[config.mk]
export PLATFORM = sky130hd
export DESIGN_NAME = mta_div
export DESIGN_NICKNAME = d
export VERILOG_FILES = /design/src/rtl/mta_pkg.sv /design/src/rtl/mta_div.sv
export SDC_FILE = /design/constraint.sdc
export NUM_CORES = 1
export LEC_CHECK = 0
export BUFFER_PORTS_ARGS = -buffer_cell sky130_fd_sc_hd__buf_4
export CORE_MARGIN = 3
export CORE_UTILIZATION = 37
export DETAILED_ROUTE_END_ITERATION = 16
export PLACE_DENSITY_LB_ADDON = 0.15
export SLEW_MARGIN = 20
export SYNTH_ARGS = -nofsm -noshare
export SYNTH_HDL_FRONTEND = slang
export SYNTH_SLANG_ARGS = --single-unit
[constraint.sdc]
create_clock -name i_clk -period 3.82 [get_ports i_clk]
set_input_delay 0 -clock i_clk [delete_from_list [all_inputs] [get_ports i_clk]]
set_output_delay 0 -clock i_clk [all_outputs]
set_load 0.01 [all_outputs]
[src/rtl/mta_pkg.sv]
// ============================================================================
// mta_pkg
// Shared types and constants of the mesh tangent accumulator.
// ============================================================================
package mta_pkg;

    localparam int DEF_VERTEX_SLOTS = 1024;

    localparam int IDX_W  = 10;
    localparam int POS_W  = 32;
    localparam int UV_W   = 24;
    localparam int ACC_W  = 48;
    localparam int TAN_W  = 18;
    localparam int VTX_W  = 3 * POS_W + 2 * UV_W;
    localparam int ACCW_W = 3 * ACC_W;
    localparam int DIV_W  = 64;
    localparam int SQRT_W = 64;
    localparam int MUL_W  = 34;

    localparam logic signed [ACC_W-1:0] ACC_MAX = {1'b0, {(ACC_W-1){1'b1}}};
    localparam logic signed [ACC_W-1:0] ACC_MIN = {1'b1, {(ACC_W-1){1'b0}}};

    typedef enum logic [1:0] {
        OP_WRITE = 2'd0,
        OP_TRI   = 2'd1,
        OP_READ  = 2'd2,
        OP_NOP   = 2'd3
    } t_op;

    typedef enum logic [4:0] {
        S_CLEAR,
        S_IDLE,
        S_VRD_A,
        S_VRD_B,
        S_VRD_C,
        S_VRD_W,
        S_MUL,
        S_MACC,
        S_DIVW,
        S_ACC_RD,
        S_ACC_WR,
        S_RD2,
        S_MAG,
        S_NORM,
        S_SQ,
        S_SQACC,
        S_SQRTW,
        S_NDIVW,
        S_OUT
    } t_state;

endpackage

[src/rtl/mta_div.sv]
// ============================================================================
// mta_div
// Unsigned restoring divider, one quotient bit per cycle.
// ============================================================================
module mta_div import mta_pkg::*; #(
    parameter int W = DIV_W
) (
    input  logic         i_clk,
    input  logic         i_rst_n,
    input  logic         i_start,
    input  logic [W-1:0] i_num,
    input  logic [W-1:0] i_den,
    output logic         o_done,
    output logic [W-1:0] o_quo
);

    localparam int CW = $clog2(W + 1);

    logic          r_busy, n_busy;
    logic          r_done, n_done;
    logic [CW-1:0] r_cnt, n_cnt;
    logic [W-1:0]  r_rem, n_rem;
    logic [W-1:0]  r_quo, n_quo;
    logic [W-1:0]  r_den, n_den;
    logic [W:0]    trial;
    logic [W:0]    diff;
    logic          ge;

    always_comb begin
        trial  = {r_rem, r_quo[W-1]};
        diff   = trial - {1'b0, r_den};
        ge     = (trial >= {1'b0, r_den});
        n_busy = r_busy;
        n_done = 1'b0;
        n_cnt  = r_cnt;
        n_rem  = r_rem;
        n_quo  = r_quo;
        n_den  = r_den;
        if (i_start) begin
            n_busy = 1'b1;
            n_cnt  = CW'(W);
            n_rem  = '0;
            n_quo  = i_num;
            n_den  = i_den;
        end else if (r_busy) begin
            n_rem = ge ? diff[W-1:0] : trial[W-1:0];
            n_quo = {r_quo[W-2:0], ge};
            n_cnt = r_cnt - 1'b1;
            if (r_cnt == CW'(1)) begin
                n_busy = 1'b0;
                n_done = 1'b1;
            end
        end
    end

    always_ff @(posedge i_clk) begin
        if (!i_rst_n) begin
            r_busy <= 1'b0;
            r_done <= 1'b0;
            r_cnt  <= '0;
        end else begin
            r_busy <= n_busy;
            r_done <= n_done;
            r_cnt  <= n_cnt;
        end
    end

    always_ff @(posedge i_clk) begin
        r_rem <= n_rem;
        r_quo <= n_quo;
        r_den <= n_den;
    end

    assign o_done = r_done;
    assign o_quo  = r_quo;

endmodule

# Word level (Yosys, flattened, before mapping)
# Cells that the tools add are included.
# totals
ff_bits	201
# op_classes
n_addsub	2
n_lt_le_gt_ge	1
eq_ne	1
mux	9
bitwise_logic	2
n_reduce_logical	3
# ops
cell	n
64-bit 2-to-1 mux	3
65-bit by 64-bit >= comparator with 1-bit output	1
64-bit subtractor	1
7-bit 2-to-1 mux	2
7-bit by 1-bit equality test with 1-bit output, second input constant	1
7-bit by 1-bit subtractor with 7-bit output, second input constant	1
1-bit 2-to-1 mux	4
3-bit OR reduction	1
1-bit NOT	2
2-bit nonzero test	1
2-bit OR reduction	1

# Depth between registers and ports, before layout
# Gate-level depths: netlist (run 1).
# logic_depth
depth_word	4
depth_mapped	15

# Worst setup path before layout (run 1)
# OpenSTA, ideal clock, no wires.
# synth_timing
kind	reg2reg
from	register r_quo[63], in the netlist o_quo[63]
to	register r_rem[48]
setup_time_ns	0.120
t_arrival_ns	2.855
path_slack_ns	0.845
stages_incl_launch_ff	13
n_path_buf	0
period_less_slack_ns	2.975
cell_sequence	edfxtp_1 inv_1 ha_1 fa_1 nand2b_1 a211oi_1 o311ai_1 nand2_1 a211oi_1 o32ai_1 a21oi_1 and3_1 o31a_1
# synth_between
elab_chain_len	2
word_cells_on_any_way	3
classes_between	add/sub: 1; order compare: 1; mux: 1
# synth_lines
element	line	rtl
from (decl)	mta_div.sv:23	logic [W-1:0] r_quo, n_quo;
from (signal assigned)	mta_div.sv:70	r_quo <= n_quo;
64-bit subtractor or 65-bit by 64-bit >= comparator with 1-bit output (tied branches)	mta_div.sv:31, mta_div.sv:32	
64-bit 2-to-1 mux *	mta_div.sv:46	n_rem = ge ? diff[W-1:0] : trial[W-1:0];
to (signal assigned)	mta_div.sv:69	r_rem <= n_rem;
to (decl)	mta_div.sv:22	logic [W-1:0] r_rem, n_rem;
# Every way passes the cells marked *; elsewhere a longest branch is shown, timed or not.
# A chain may end at the register's enable or synchronous reset.

# Worst setup path in the final report (run 1)
# layout_timing
from	register r_den[58]
to	register r_rem[29]
# layout_between
elab_chain_len	2
# layout_lines
element	line	rtl
from (decl)	mta_div.sv:24	logic [W-1:0] r_den, n_den;
from (signal assigned)	mta_div.sv:71	r_den <= n_den;
65-bit by 64-bit >= comparator with 1-bit output	mta_div.sv:32	ge = (trial >= {1'b0, r_den});
64-bit 2-to-1 mux	mta_div.sv:46	
# Every way passes these cells.

==> summary.md, run 1 <==
| Metric | Value |
|---|---|
| Post-route fraction of the period consumed by the critical path | 89.4% |
| Initial antenna violation count | 0 |
| Buffers from clock root to sink, at most | 3 |
| Pre-Repair DR Iteration Count | 5 |
| Result of the run | complete, but fails checks |
| Syn Inst Count | 1289 |
| Synthesized-area fraction occupied by and/or/nand/nor cells | between 10% and 20% |
| Synth Flop Type | sky130_fd_sc_hd__edfxtp_1 |
| Cell row count | 66 |
| Clock slew at the register clock pins of the worst setup and hold paths | roughly 60 ps |
| Most common cell after layout, fill and taps aside | sky130_fd_sc_hd__buf_4 |
| Root Buffer Master | sky130_fd_sc_hd__clkbuf_16 |
| Maximum number of pins on one net before global-route repair | 89 |
| Post-CTS setup repair buffer count | 0 |
| Number of DRC violations after detailed routing | 0 |
| Internal power contribution | approximately 4.7 mW |
| Worst setup path category | flip-flop to flip-flop |
| Commonest cells after routing, fill and taps aside | sky130_fd_sc_hd__buf_4 (210), sky130_fd_sc_hd__nand2_1 (155), sky130_fd_sc_hd__dlygate4sd3_1 (129), sky130_fd_sc_hd__edfxtp_1 (128), sky130_fd_sc_hd__nor2_1 (105) |
| Syn_area_per_cell | 9.63 um2 |
| Worst reg2reg setup slack | between 400 and 500 ps |
| Critical path data required time | 4270 ps |
| Height of the chip | 189 um |
| Effective utilization at floorplan | 37.8% |
| Remaining global-route overflow | 0 |
| Crit start category | flip-flop |
| Worst Path Arrival | around 3900 ps |
| Synth Area in Adders | 6.82% |
| Count of buffers from port buffering | 195 |
| Synth Warn # | 0 |
| Total clock sinks | around 200 |
| Layer with the highest usage | met2 |
| Share of the synthesized area in the top cell type | 31.0% |
| Post-synthesis share of cell area spent on xor and xnor gates | between 3 and 4% |
| Clk pwr share | 32.7% |
| Sequential cell area | 0.00531 mm2 |
| Most area-hungry cell type in the Yosys netlist | sky130_fd_sc_hd__edfxtp_1 |
| Maximum resistive drop on vdd | 402 uV |
| Routed Antenna Nets | 0 |
| Total Routed Length | 37300 um |
| Final-report setup violation count | 0 |
| Total routing resource utilization after global routing | 20.4% |
| Routability cong. | 0.891 |
| Post-Synthesis Cell Area | approximately 0.012 mm2 |
| Cell variety after synth | 94 |
| FF+latch count, synth | 201 |
| Failing checks | negative hold slack |
| Slew Limit Headroom | 43.0% |
| GR Layer Usage met2 | 33.9% |
| Diode insertion count for antenna repair | 0 |
| H-tree depth | 1 |
| Setup TNS Final | 0 ps |
| Filler Cell Count | 3125 |
| Estimated wirelength of the detail-placed design | 27200 um |
| Worst-path fanout max | 29 |
| Full die area | 0.0358 mm2 |
| Worst-margin pin slew | 855 ps |
| Share of synthesized area spent on multiplexers | 6.76% |
| Switching share of power | a little under a third |
| Vias in the first global route | 11100 |
| Max Clock Freq | 293 MHz |
| Gate power share | about 28% |
| Top-Level Pins | 196 |
| Total via count after detailed routing | 11000 |
| TritonCTS clock tree | built |
| Detailed-route vias per instance | around 5.4 |
| Number of endpoints with negative hold slack in the final report | 2 |
| Largest cells by area after synthesis | sky130_fd_sc_hd__edfxtp_1 (31%), sky130_fd_sc_hd__dfxtp_1 (12%), sky130_fd_sc_hd__ha_1 (6.7%) |
| Sequential cell area fraction in the yosys report | 42.8% |
| Main combinational cell family by area after synthesis | compound AO/OA/AOI/OAI gates |
| Multi-input gate area | 0.00650 mm2 |
| Met1 usage | 26.9% |
| Skew final | ~17 ps |
| Post-layout net count | approximately 1800 |
| Number of maximum-capacitance violations | 0 |
| Core Region | ~0.033 mm2 |
| Area Overhead vs Synth | 31.8% |
| Compound-Gate Fraction of Synth Area | 20.1% |
| Worst-case setup margin in the final layout | 406 ps |
| WHS | -7.27 ps |
| X dimension of the die | 189 um |
| Portion of total power attributed to sequential cells | 38.8% |
| Power density cells | ~420 mW/mm2 |
| Unrepaired setup endpoints after global routing | no |
| Worst reg-to-reg path cell count | 12 |
| Number of instances on the worst hold path | 1 |
| Wirelength per Cell | roughly 18 um |
| Final worst path period need | 3410 ps |
| Switching power of the nets | 2.16 mW |
| Element type at the critical path end | flip-flop |
| Net count after synthesis | 1487 |
| Worst Setup Slack post-DPL | 387 ps |
| First-pass GRT wire length | 59900 um |
| Routing usage on met3 | ~4.5% |
| Worst-Skew Late Latency | around 550 ps |
| Number of cells in the finished layout apart from fillers | 2055 |
| Layout cells sized above 1 | a little over a fifth |
| Max-slew violation count | 0 |
| Pleak | 6.90 nW |
| Clock buffer count from CTS | 25 |
| Cell count after placement | 1880 |
| Share of synthesized flip-flops with an asynchronous set or reset | 0% |
| Count of flip-flops with a built-in enable after synthesis | 128 |
| First DRT Iteration DRCs | 633 |
| Class of the most critical hold timing path | input port to flip-flop |
-- what timing repair did --
action | 4_1_cts | 5_1_grt
hold endpoints to repair | 137 | 0
resized for setup | 0 | 0
hold buffers | 129 | 0
-- synth_stat cells (5+ instances only) --
master and number:
sky130_fd_sc_hd__a211o_1 5, sky130_fd_sc_hd__a31oi_1 12, sky130_fd_sc_hd__o21bai_1 17, sky130_fd_sc_hd__a311oi_1 43, sky130_fd_sc_hd__clkbuf_1 41, sky130_fd_sc_hd__xor2_1 22
sky130_fd_sc_hd__nand2_1 155, sky130_fd_sc_hd__o31ai_1 6, sky130_fd_sc_hd__nor3_1 22, sky130_fd_sc_hd__o211ai_1 8, sky130_fd_sc_hd__a21oi_1 78, sky130_fd_sc_hd__nand4_1 19
sky130_fd_sc_hd__and2_1 9, sky130_fd_sc_hd__ha_1 66, sky130_fd_sc_hd__o221ai_1 7, sky130_fd_sc_hd__nand2b_1 14, sky130_fd_sc_hd__buf_2 14, sky130_fd_sc_hd__dfxtp_1 73
sky130_fd_sc_hd__nor2_1 106, sky130_fd_sc_hd__nand3_1 18, sky130_fd_sc_hd__nor2b_1 7, sky130_fd_sc_hd__edfxtp_1 128, sky130_fd_sc_hd__o21ai_0 55, sky130_fd_sc_hd__o21a_1 6
sky130_fd_sc_hd__mux2_2 66, sky130_fd_sc_hd__inv_1 82, sky130_fd_sc_hd__or3_1 9, sky130_fd_sc_hd__a21o_1 41, sky130_fd_sc_hd__xnor2_1 26, sky130_fd_sc_hd__a211oi_1 14
sky130_fd_sc_hd__and3_1 9, sky130_fd_sc_hd__o21ai_1 5, sky130_fd_sc_hd__mux2i_1 8
-- power by group through the flow --
stage / sequential, mW / clock [mW] / combinational, mW
after floorplan: 2.70 / 0 / 1.21
after global placement: 2.70 / 0 / 1.83
after detailed placement: 2.70 / 0 / 1.84
after CTS: 2.66 / 2.33 / 1.95
after global routing: 2.69 / 2.41 / 2.15
final: 2.66 / 2.25 / 1.96
-- cell families (layout without fill, tap and decap cells) --
kind of cell,Yosys count,in the layout
and+or+nand+nor,404,404
AOI/OAI and AO/OA,348,348
DFF,201,201
buffers and inverters,146,470
muxes,75,75
adders and majority gates,67,67
xor gates and xnor gates,48,48
-- critical path, cell delays in order, from the launching register on --
cell,delay [ps]
sky130_fd_sc_hd__edfxtp_1,330
sky130_fd_sc_hd__inv_1,40
sky130_fd_sc_hd__ha_1,470
sky130_fd_sc_hd__and3_1,290
sky130_fd_sc_hd__and2_1,190
sky130_fd_sc_hd__nand4_1,110
sky130_fd_sc_hd__or4_1,550
sky130_fd_sc_hd__o31ai_2,230
sky130_fd_sc_hd__a21o_2,230
sky130_fd_sc_hd__nor2_4,70
sky130_fd_sc_hd__buf_12,170
sky130_fd_sc_hd__or3b_1,390
sky130_fd_sc_hd__a311oi_2,220
-- layer usage --
metal  vias to the layer above  routed length, um
met2                       316              17300
met5                         -                  0
met4                         0                998
met3                        54               2420
li1                       5376                  -
met1                      5267              16600
-- path summary, 6_finish.rpt --
kind | from | end
worst max register to register | r_den[58]$_DFFE_PP_ | r_rem[29]$_SDFFE_PP0P_
worst min register to register | r_rem[38]$_SDFFE_PP0P_ | r_rem[38]$_SDFFE_PP0P_
worst min-delay path | i_start | r_den[44]$_DFFE_PP_
worst max-delay path | r_den[58]$_DFFE_PP_ | r_rem[29]$_SDFFE_PP0P_
-- stage by stage --
| step | hold WS, ps | total power [mW] | utilization, % | cell area [um2] |
|---|---|---|---|---|
| final | -7.27 | 6.87 | 49.9 | 16400 |
| after global routing | 41.1 | 7.25 | 49.9 | 16400 |
| after CTS | 27.1 | 6.95 | 49.9 | 16400 |
| after detailed placement | 179 | 4.54 | 43.6 | 14300 |
| after global placement | 179 | 4.53 | 43.6 | 14300 |
| after floorplan | 98.9 | 3.92 | - | 12400 |
-- registers in the layout, summed over array words and instances, names as in the netlist --
signal	cells
o_quo	64
o_done	1
r_busy	1
r_den	64
r_rem	64
r_cnt	7
-- cell type report --
type	instances	share of cell area, %
repair buffers	342	17.9
clock buffers	39	4.21
inverters	82	1.88
clock inverters	7	0.451
multi-input cells	942	39.8
well taps	442	3.38
flip-flops and latches	201	32.5
No activity file was read; power rests on OpenSTA's default activity.
==> run 2, diff against run 1 <==
- ABC_AREA: not set -> 1
- PLACE_DENSITY_LB_ADDON: 0.15 -> 0.08
==> run 2 against run 1 <==
Effect of this change:
- the flow now finishes without violations
- core utilization is 1.4 points lower
- synthesized cell count is 69% higher
- via count is 25% higher
- global-route usage is 2.1 points higher
- clock skew is 6.0 ps higher
- flip-flop and latch count stayed put
- cell count is 47% higher
- largest cell class unchanged
- largest power group unchanged
- critical path depth is 5 higher
==> summary.md, run 2 <==
| Metric | Value |
|---|---|
| Result of the run | finished clean |
| Internal power contribution | 4.27 mW (-9.3%) |
| Met2 routed WL | 21000 um (+22%) |
| Routability cong. | 0.922 (+3.4%) |
| Cell row count | 71 (+7.6%) |
| Remaining global-route overflow | 0 (unchanged) |
| Effective utilization at floorplan | 37.8% (about the same) |
| Clk pwr share | 40.9% (+8.2 points) |
| Syn Inst Count | 2184 (+69%) |
| Portion of total power attributed to sequential cells | 43.9% (+5.1 points) |
| First DRT Iteration DRCs | 754 (+19%) |
| Final worst path period need | 3170 ps (-244 ps) |
| Synthesized-area fraction occupied by and/or/nand/nor cells | 37.4% (+22 points) |
| Share of the synthesized area in the top cell type | 26.8% (-4.2 points) |
| Element type at the critical path end | flip-flop |
| Number of DRC violations after detailed routing | 0 (unchanged) |
| Routed Antenna Nets | 0 (unchanged) |
| Worst reg-to-reg path cell count | 17 (+5) |
| Synth Warn # | 0 (unchanged) |
| Unrepaired setup endpoints after global routing | no |
| Most area-hungry cell type in the Yosys netlist | sky130_fd_sc_hd__edfxtp_1 |
| Pleak | 9.94 nW (+44%) |
| Routed met1 length | 22300 um (+34%) |
| Total clock sinks | 201 (unchanged) |
| Max stage delay on crit path | 630 ps (+80 ps) |
| Number of maximum-capacitance violations | 0 (unchanged) |
| Detailed-route vias per instance | 4.56 (-15%) |
| Slowest cell on the critical path | sky130_fd_sc_hd__buf_4 |
| Maximum number of pins on one net before global-route repair | 68 (-24%) |
| Share of synthesized flip-flops with an asynchronous set or reset | 0% (unchanged) |
| Compound-Gate Fraction of Synth Area | 4.13% (-16 points) |
| Worst Path Arrival | 3630 ps (-240 ps) |
| Net count after synthesis | 2382 (+60%) |
| Post-CTS setup repair buffer count | 0 (unchanged) |
| Power density cells | 314 mW/mm2 (-25%) |
| Layout cells sized above 1 | 11.6% (-9.7 points) |
| Post-synthesis share of cell area spent on xor and xnor gates | 2.01% (-1.4 points) |
| Top-Level Pins | 196 (unchanged) |
| Post-route fraction of the period consumed by the critical path | 83.0% (-6.4 points) |
| Critical path endpoint | r_rem[50]$_SDFFE_PP0P_ |
| Crit start category | flip-flop |
| Worst-path fanout max | 65 (+120%) |
| Worst setup path category | flip-flop to flip-flop |
| Height of the chip | 203 um (+7.3%) |
| Sequential cell area fraction in the yosys report | 37.0% (-5.8 points) |
| Root Buffer Master | sky130_fd_sc_hd__clkbuf_16 |
| Pre-Repair DR Iteration Count | 5 (unchanged) |
| Total routing resource utilization after global routing | 22.6% (+2.1 points) |
| WL met3 | 2610 um (+7.8%) |
| Endpoint of the worst-slack reg-to-reg timing path | r_rem[50]$_SDFFE_PP0P_ |
| Worst Setup Slack post-DPL | 705 ps (+319 ps) |
| Number of gates resized after CTS | 0 (unchanged) |
| Clock buffer count from CTS | 25 (unchanged) |
| Skew final | 22.9 ps (+6.03 ps) |
| Cell variety after synth | 38 (-60%) |
| Vias in the first global route | 13800 (+25%) |
| Count of flip-flops with a built-in enable after synthesis | 128 (unchanged) |
| TritonCTS clock tree | built |
| Full die area | 0.0412 mm2 (+15%) |
| Cell with the most instances after synthesis | sky130_fd_sc_hd__nand2_1 |
| Total via count after detailed routing | 13800 (+25%) |
| Slew Limit Headroom | 42.3% (-0.69 points) |
| First-pass GRT wire length | 74600 um (+25%) |
| Switching power of the nets | 1.51 mW (-30%) |
| Filler Cell Count | 4005 (+28%) |
| Area Overhead vs Synth | 28.3% |
| Synth Flop Type | sky130_fd_sc_hd__edfxtp_1 |
| Crit path top cell by count | sky130_fd_sc_hd__nand2_1 |
| Total Routed Length | 46800 um (+25%) |
| Estimated wirelength of the detail-placed design | 36400 um (+34%) |
| Diode insertion count for antenna repair | 0 (unchanged) |
| Post-Synthesis Cell Area | 0.0143 mm2 (+16%) |
| Cell-by-cell listing of the critical path | inv_1 > ha_1 > nand2_1 > inv_1 > a21oi_1 > nand2_1 > nand2_1 > nand2_1 > nand2_1 > nand2_1 > nor2_4 > buf_4 > nand3_1 > nand2_1 > inv_1 > nand2_1 > nand2_1 |
| Share of synthesized area spent on multiplexers | 0% (-6.8 points) |
| Largest cells by area after synthesis | sky130_fd_sc_hd__edfxtp_1 (27%), sky130_fd_sc_hd__nand2_1 (24%), sky130_fd_sc_hd__inv_1 (11%) |
| FF+latch count, synth | 201 (unchanged) |
| Max-slew violation count | 0 (unchanged) |
| Syn_area_per_cell | 6.57 um2 (-32%) |
| Worst-margin pin slew | 864 ps (+8.28 ps) |
| Max Clock Freq | 315 MHz (+7.7%) |
| Number of endpoints with negative hold slack in the final report | 0 (-2) |
| Main combinational cell family by area after synthesis | simple AND/OR/NAND/NOR gates |
| Wirelength per Cell | 15.4 um (-15%) |
| X dimension of the die | 203 um (+7.3%) |
| Most common cell after layout, fill and taps aside | sky130_fd_sc_hd__nand2_1 |
| Worst-Skew Late Latency | 560 ps (about the same) |
| Commonest cells after routing, fill and taps aside | sky130_fd_sc_hd__nand2_1 (920), sky130_fd_sc_hd__inv_1 (432), sky130_fd_sc_hd__buf_4 (204), sky130_fd_sc_hd__nand3_1 (148), sky130_fd_sc_hd__dlygate4sd3_1 (130) |
| Critical path data required time | 4280 ps (about the same) |
| Buffers from clock root to sink, at most | 3 (unchanged) |
| Most common library cells after synthesis | sky130_fd_sc_hd__nand2_1 (920), sky130_fd_sc_hd__inv_1 (433), sky130_fd_sc_hd__nand3_1 (148) |
| Worst-case setup margin in the final layout | 650 ps (+244 ps) |
| Maximum resistive drop on vdd | 327 uV (-19%) |
| Gate power share | 15.1% (-13 points) |
| Worst reg2reg setup slack | 650 ps (+240 ps) |
| H-tree depth | 1 (unchanged) |
| Final-report setup violation count | 0 (unchanged) |
| Post-layout net count | 2699 (+51%) |
| Setup TNS Final | 0 ps (unchanged) |
| Setup crit start | r_den[39]$_DFFE_PP_ |
| Class of the most critical hold timing path | input port to flip-flop |
| Core Region | 0.0379 mm2 (+16%) |
| Critical register-to-register path startpoint | r_den[39]$_DFFE_PP_ |
| Synth Area in Adders | 5.90% (-0.92 points) |
| Top Metal Used | met4 |
| Count of buffers from port buffering | 195 (unchanged) |
| Clock slew at the register clock pins of the worst setup and hold paths | 60 ps (about the same) |
| Initial antenna violation count | 0 (unchanged) |
| Switching share of power | 26.2% (-5.3 points) |
## run 2: cells by family after synthesis
logic type,after synthesis
flip-flops,201
AO/OA/AOI/OAI,111
XOR/XNOR,33
buffers and inverters,485
AND/OR/NAND/NOR,1287
adder cells (fa/ha/maj),67
## run 2: through the flow
| step | utilization (%) | power [mW] | instances | cell area, um2 | hold slack, ps |
|---|---|---|---|---|---|
| floorplan | - | 2.98 | 2184 | 14300 | 98.9 |
| global placement | 42.9 | 3.35 | 2855 | 16300 | 178 |
| detailed placement | 42.9 | 3.35 | 2855 | 16300 | 179 |
| CTS | 48.5 | 5.88 | 3031 | 18400 | 112 |
| global route | 48.5 | 6.07 | 3031 | 18400 | 127 |
| finish | 48.5 | 5.78 | 3031 | 18400 | 149 |
## run 2: layout make-up
| cell class | instances | area [um2] | area share, % |
|---|---|---|---|
| Tap cell | 511 | 639 | 3.47 |
| Timing Repair Buffer | 336 | 2870 | 15.6 |
| Inverter | 439 | 1650 | 8.97 |
| Sequential cell | 201 | 5310 | 28.8 |
| Multi-Input combinational cell | 1498 | 7110 | 38.6 |
| Clock inverter | 9 | 67.6 | 0.367 |
| Clock buffer | 37 | 763 | 4.15 |
## run 2: layer usage
layer	vias up	track usage, %
met5	-	0
met4	0	4.01
met3	42	4.25
met2	306	37.9
met1	6151	30.7
li1	7322	-
## run 2: worst max-delay path, delay by kind of cell (launching register included)
kind	cells	cell delay, ps
DFF	1	370
and+or+nand+nor	11	1110
adders and majority gates	1	270
buffers and inverters	4	790
AOI/OAI and AO/OA	1	450
## run 2: power by group through the flow
stage,clock [mW],sequential (mW),combinational [mW]
final,2.37,2.54,0.876
after global routing,2.54,2.55,0.978
after CTS,2.46,2.54,0.882
after detailed placement,0,2.58,0.774
after global placement,0,2.58,0.770
after floorplan,0,2.60,0.376
## run 2: what timing repair did
item,in CTS,in global routing
hold buffers,130,0
hold endpoints to repair,141,0
setup endpoints to repair,0,0
## run 2: how the worst min path moves through the flow
stage / startpoint / to / slack [ps] / depth (start not counted)
2_1_floorplan: i_den[0] / r_den[0]$_DFFE_PP_ / 100 / 0
6_report: i_den[46] / r_den[46]$_DFFE_PP_ / 150 / 2
5_1_grt: i_den[49] / r_den[49]$_DFFE_PP_ / 130 / 2
3_5_place_dp: i_den[50] / r_den[50]$_DFFE_PP_ / 180 / 1
4_1_cts: i_den[50] / r_den[50]$_DFFE_PP_ / 110 / 2
3_3_place_gp: i_den[42] / r_den[42]$_DFFE_PP_ / 180 / 1
==> run 3, diff against run 2 <==
- clock period: 3.82 -> 3.2 ns (I/O delays scaled with it)
==> run 3 against run 2 <==
Effect of this change:
- critical path type unchanged
- clock skew decreased by 0.86 ps
- largest cell class unchanged
- critical path depth stayed put
- die area stayed put
- flip-flop and latch count is the same
==> summary.md, run 3 (same netlist as run 2, synthesis figures left out) <==
| Metric | Value |
|---|---|
| Initial antenna violation count | 0 (unchanged) |
| Endpoint of the worst-slack reg-to-reg timing path | r_rem[61]$_SDFFE_PP0P_ |
| Met2 routed WL | 21700 um (+3.4%) |
| Slew Limit Headroom | 43.8% (+1.5 points) |
| Final Core Density | 48.5% (-0.076 points) |
| Pre-Repair DR Iteration Count | 5 (unchanged) |
| Detailed-route vias per instance | 4.62 (+1.4%) |
| Top-Level Pins | 196 (unchanged) |
| Diode insertion count for antenna repair | 0 (unchanged) |
| Routed met1 length | 22400 um (+0.32%) |
| Pleak | 9.92 nW (-0.23%) |
| Worst-Skew Late Latency | 560 ps (about the same) |
| Core Region | 0.0379 mm2 (unchanged) |
| Setup TNS Final | 0 ps (unchanged) |
| Commonest cells after routing, fill and taps aside | sky130_fd_sc_hd__nand2_1 (920), sky130_fd_sc_hd__inv_1 (432), sky130_fd_sc_hd__buf_4 (204), sky130_fd_sc_hd__nand3_1 (148), sky130_fd_sc_hd__dlygate4sd3_1 (129) |
| Total via count after detailed routing | 14000 (+1.4%) |
| Number of gates resized after CTS | 0 (unchanged) |
| Worst Path Arrival | 3240 ps (-390 ps) |
| Unrepaired setup endpoints after global routing | no |
| Worst setup path category | flip-flop to flip-flop |
| Height of the chip | 203 um (unchanged) |
| WL met3 | 3350 um (+28%) |
| Worst-margin pin slew | 843 ps (-20.8 ps) |
| Total routing resource utilization after global routing | 23.5% (+0.94 points) |
| Worst-path fanout max | 65 (unchanged) |
| Top Metal Used | met4 |
| X dimension of the die | 203 um (unchanged) |
| Gate power share | 15.4% (+0.3 points) |
| Clock buffer count from CTS | 25 (unchanged) |
| H-tree depth | 1 (unchanged) |
| Clock slew at the register clock pins of the worst setup and hold paths | 60 ps (about the same) |
| Element type at the critical path end | flip-flop |
| Worst reg-to-reg path cell count | 17 (unchanged) |
| Max-slew violation count | 0 (unchanged) |
| TritonCTS clock tree | built |
| Estimated wirelength of the detail-placed design | 37100 um (+2.1%) |
| Critical path data required time | 3660 ps (-620 ps) |
| Final worst path period need | 2780 ps (-385 ps) |
| Full die area | 0.0412 mm2 (unchanged) |
| Post-route fraction of the period consumed by the critical path | 87.0% (+4.0 points) |
| Vias in the first global route | 13900 (+0.60%) |
| Count of buffers from port buffering | 195 (unchanged) |
| Portion of total power attributed to sequential cells | 44.8% (+0.9 points) |
| First DRT Iteration DRCs | 729 (-3.3%) |
| Buffers from clock root to sink, at most | 3 (unchanged) |
| Remaining global-route overflow | 0 (unchanged) |
| Number of maximum-capacitance violations | 0 (unchanged) |
| Crit start category | flip-flop |
| Clk pwr share | 39.8% (-1.1 points) |
| Worst Hold Path EP | r_rem[22]$_SDFFE_PP0P_ |
| Internal power contribution | 4.99 mW (+17%) |
| Effective utilization at floorplan | 37.8% (unchanged) |
| Cell row count | 71 (unchanged) |
| Switching share of power | 26.3% (+0.095 points) |
| Number of endpoints with negative hold slack in the final report | 0 (unchanged) |
| Total clock sinks | 201 (unchanged) |
| Root Buffer Master | sky130_fd_sc_hd__clkbuf_16 |
| Total Routed Length | 48700 um (+3.9%) |
| Critical register-to-register path startpoint | r_den[39]$_DFFE_PP_ |
| Worst reg2reg setup slack | 420 ps (-230 ps) |
| Final-report setup violation count | 0 (unchanged) |
| Max Clock Freq | 359 MHz (+14%) |
| Result of the run | finished clean |
| First-pass GRT wire length | 77000 um (+3.2%) |
| Wirelength per Cell | 16.0 um (+3.9%) |
| Number of instances on the worst hold path | 4 (+2) |
| Power density cells | 369 mW/mm2 (+17%) |
| Layout cells sized above 1 | 11.4% (-0.20 points) |
| Number of cells in the finished layout apart from fillers | 3032 (+0.033%) |
| Routed Antenna Nets | 0 (unchanged) |
| Post-layout net count | 2700 (+0.037%) |
| Area Overhead vs Synth | 28.1% |
| Maximum number of pins on one net before global-route repair | 131 (+93%) |
| Most common cell after layout, fill and taps aside | sky130_fd_sc_hd__nand2_1 |
| Number of DRC violations after detailed routing | 0 (unchanged) |
| Class of the most critical hold timing path | input port to flip-flop |
| Hold wc startpoint | i_start |
| Cell count after placement | 2857 (+0.070%) |
| Maximum resistive drop on vdd | 282 uV (-14%) |
| Skew final | 22.1 ps (-0.863 ps) |
| Switching power of the nets | 1.78 mW (+18%) |
| Routability cong. | 0.954 (+3.4%) |
==> run 3: per-layer routing <==
| metal | vias up | GRT usage [%] |
|---|---|---|
| met5 | - | 0 |
| met4 | 0 | 5.49 |
| met3 | 54 | 4.84 |
| met2 | 390 | 38.9 |
| met1 | 6248 | 31.7 |
| li1 | 7323 | - |
==> run 3: worst max-delay path by stage <==
stage / from / endpoint / slack, ps / depth (start not counted)
final: r_den[39]$_DFFE_PP_ / r_rem[61]$_SDFFE_PP0P_ / 420 / 17
after global routing: o_quo[63]$_DFFE_PP_ / r_rem[34]$_SDFFE_PP0P_ / 190 / 17
after detailed placement: r_den[39]$_DFFE_PP_ / r_rem[60]$_SDFFE_PP0P_ / 460 / 17
after global placement: r_den[40]$_DFFE_PP_ / r_rem[60]$_SDFFE_PP0P_ / 470 / 17
after floorplan: r_busy$_SDFF_PN0_ / o_quo[0]$_DFFE_PP_ / 190 / 3
after CTS: o_quo[63]$_DFFE_PP_ / r_rem[34]$_SDFFE_PP0P_ / 420 / 17
==> run 3: through the flow <==
stage	hold WS (ps)	instance area [um2]	power [mW]	setup slack, ps
final	99.3	18400	6.78	415
after global routing	117	18400	7.12	189
after CTS	98.0	18400	6.89	424
after detailed placement	179	16300	4.00	458
after global placement	178	16300	4.00	471
after floorplan	98.9	14300	3.56	189
==> run 3: area by class of cell <==
| type | instances | area (um2) |
|---|---|---|
| clock buffers | 39 | 728 |
| multi-input cells | 1498 | 7110 |
| inverters | 439 | 1650 |
| clock inverters | 7 | 46.3 |
| flip-flops and latches | 201 | 5310 |
| fillers | 3927 | 19600 |
| well taps | 511 | 639 |
| repair buffers | 337 | 2900 |
==> run 3: worst max-delay path: stages, from the launching register on <==
cell                       delay (ps)
sky130_fd_sc_hd__edfxtp_1         380
sky130_fd_sc_hd__inv_1             80
sky130_fd_sc_hd__ha_1             270
sky130_fd_sc_hd__nand2_1          150
sky130_fd_sc_hd__inv_1             50
sky130_fd_sc_hd__a21oi_1          290
sky130_fd_sc_hd__nand2_1          180
sky130_fd_sc_hd__nand2_1          110
sky130_fd_sc_hd__nand2_1           90
sky130_fd_sc_hd__nand2_1           80
sky130_fd_sc_hd__nand2_1           80
sky130_fd_sc_hd__nor2_4           160
sky130_fd_sc_hd__buf_12           260
sky130_fd_sc_hd__nand3_1          130
sky130_fd_sc_hd__nand2_1           80
sky130_fd_sc_hd__inv_1             50
sky130_fd_sc_hd__nand2_1           50
sky130_fd_sc_hd__nand2_1           50
==> run 3: what timing repair did <==
| action | 4_1_cts | 5_1_grt |
|---|---|---|
| endpoints found under the hold margin | 137 | 0 |
| hold buffers | 129 | 0 |
| buffers inserted | 0 | 0 |
==> run 3: power groups by stage <==
| stage | logic (mW) | registers [mW] | clock network [mW] |
|---|---|---|---|
| after floorplan | 0.448 | 3.11 | 0 |
| after global placement | 0.919 | 3.08 | 0 |
| final | 1.04 | 3.03 | 2.70 |
| after CTS | 1.05 | 3.03 | 2.80 |
| after detailed placement | 0.922 | 3.08 | 0 |
| after global routing | 1.16 | 3.05 | 2.91 |
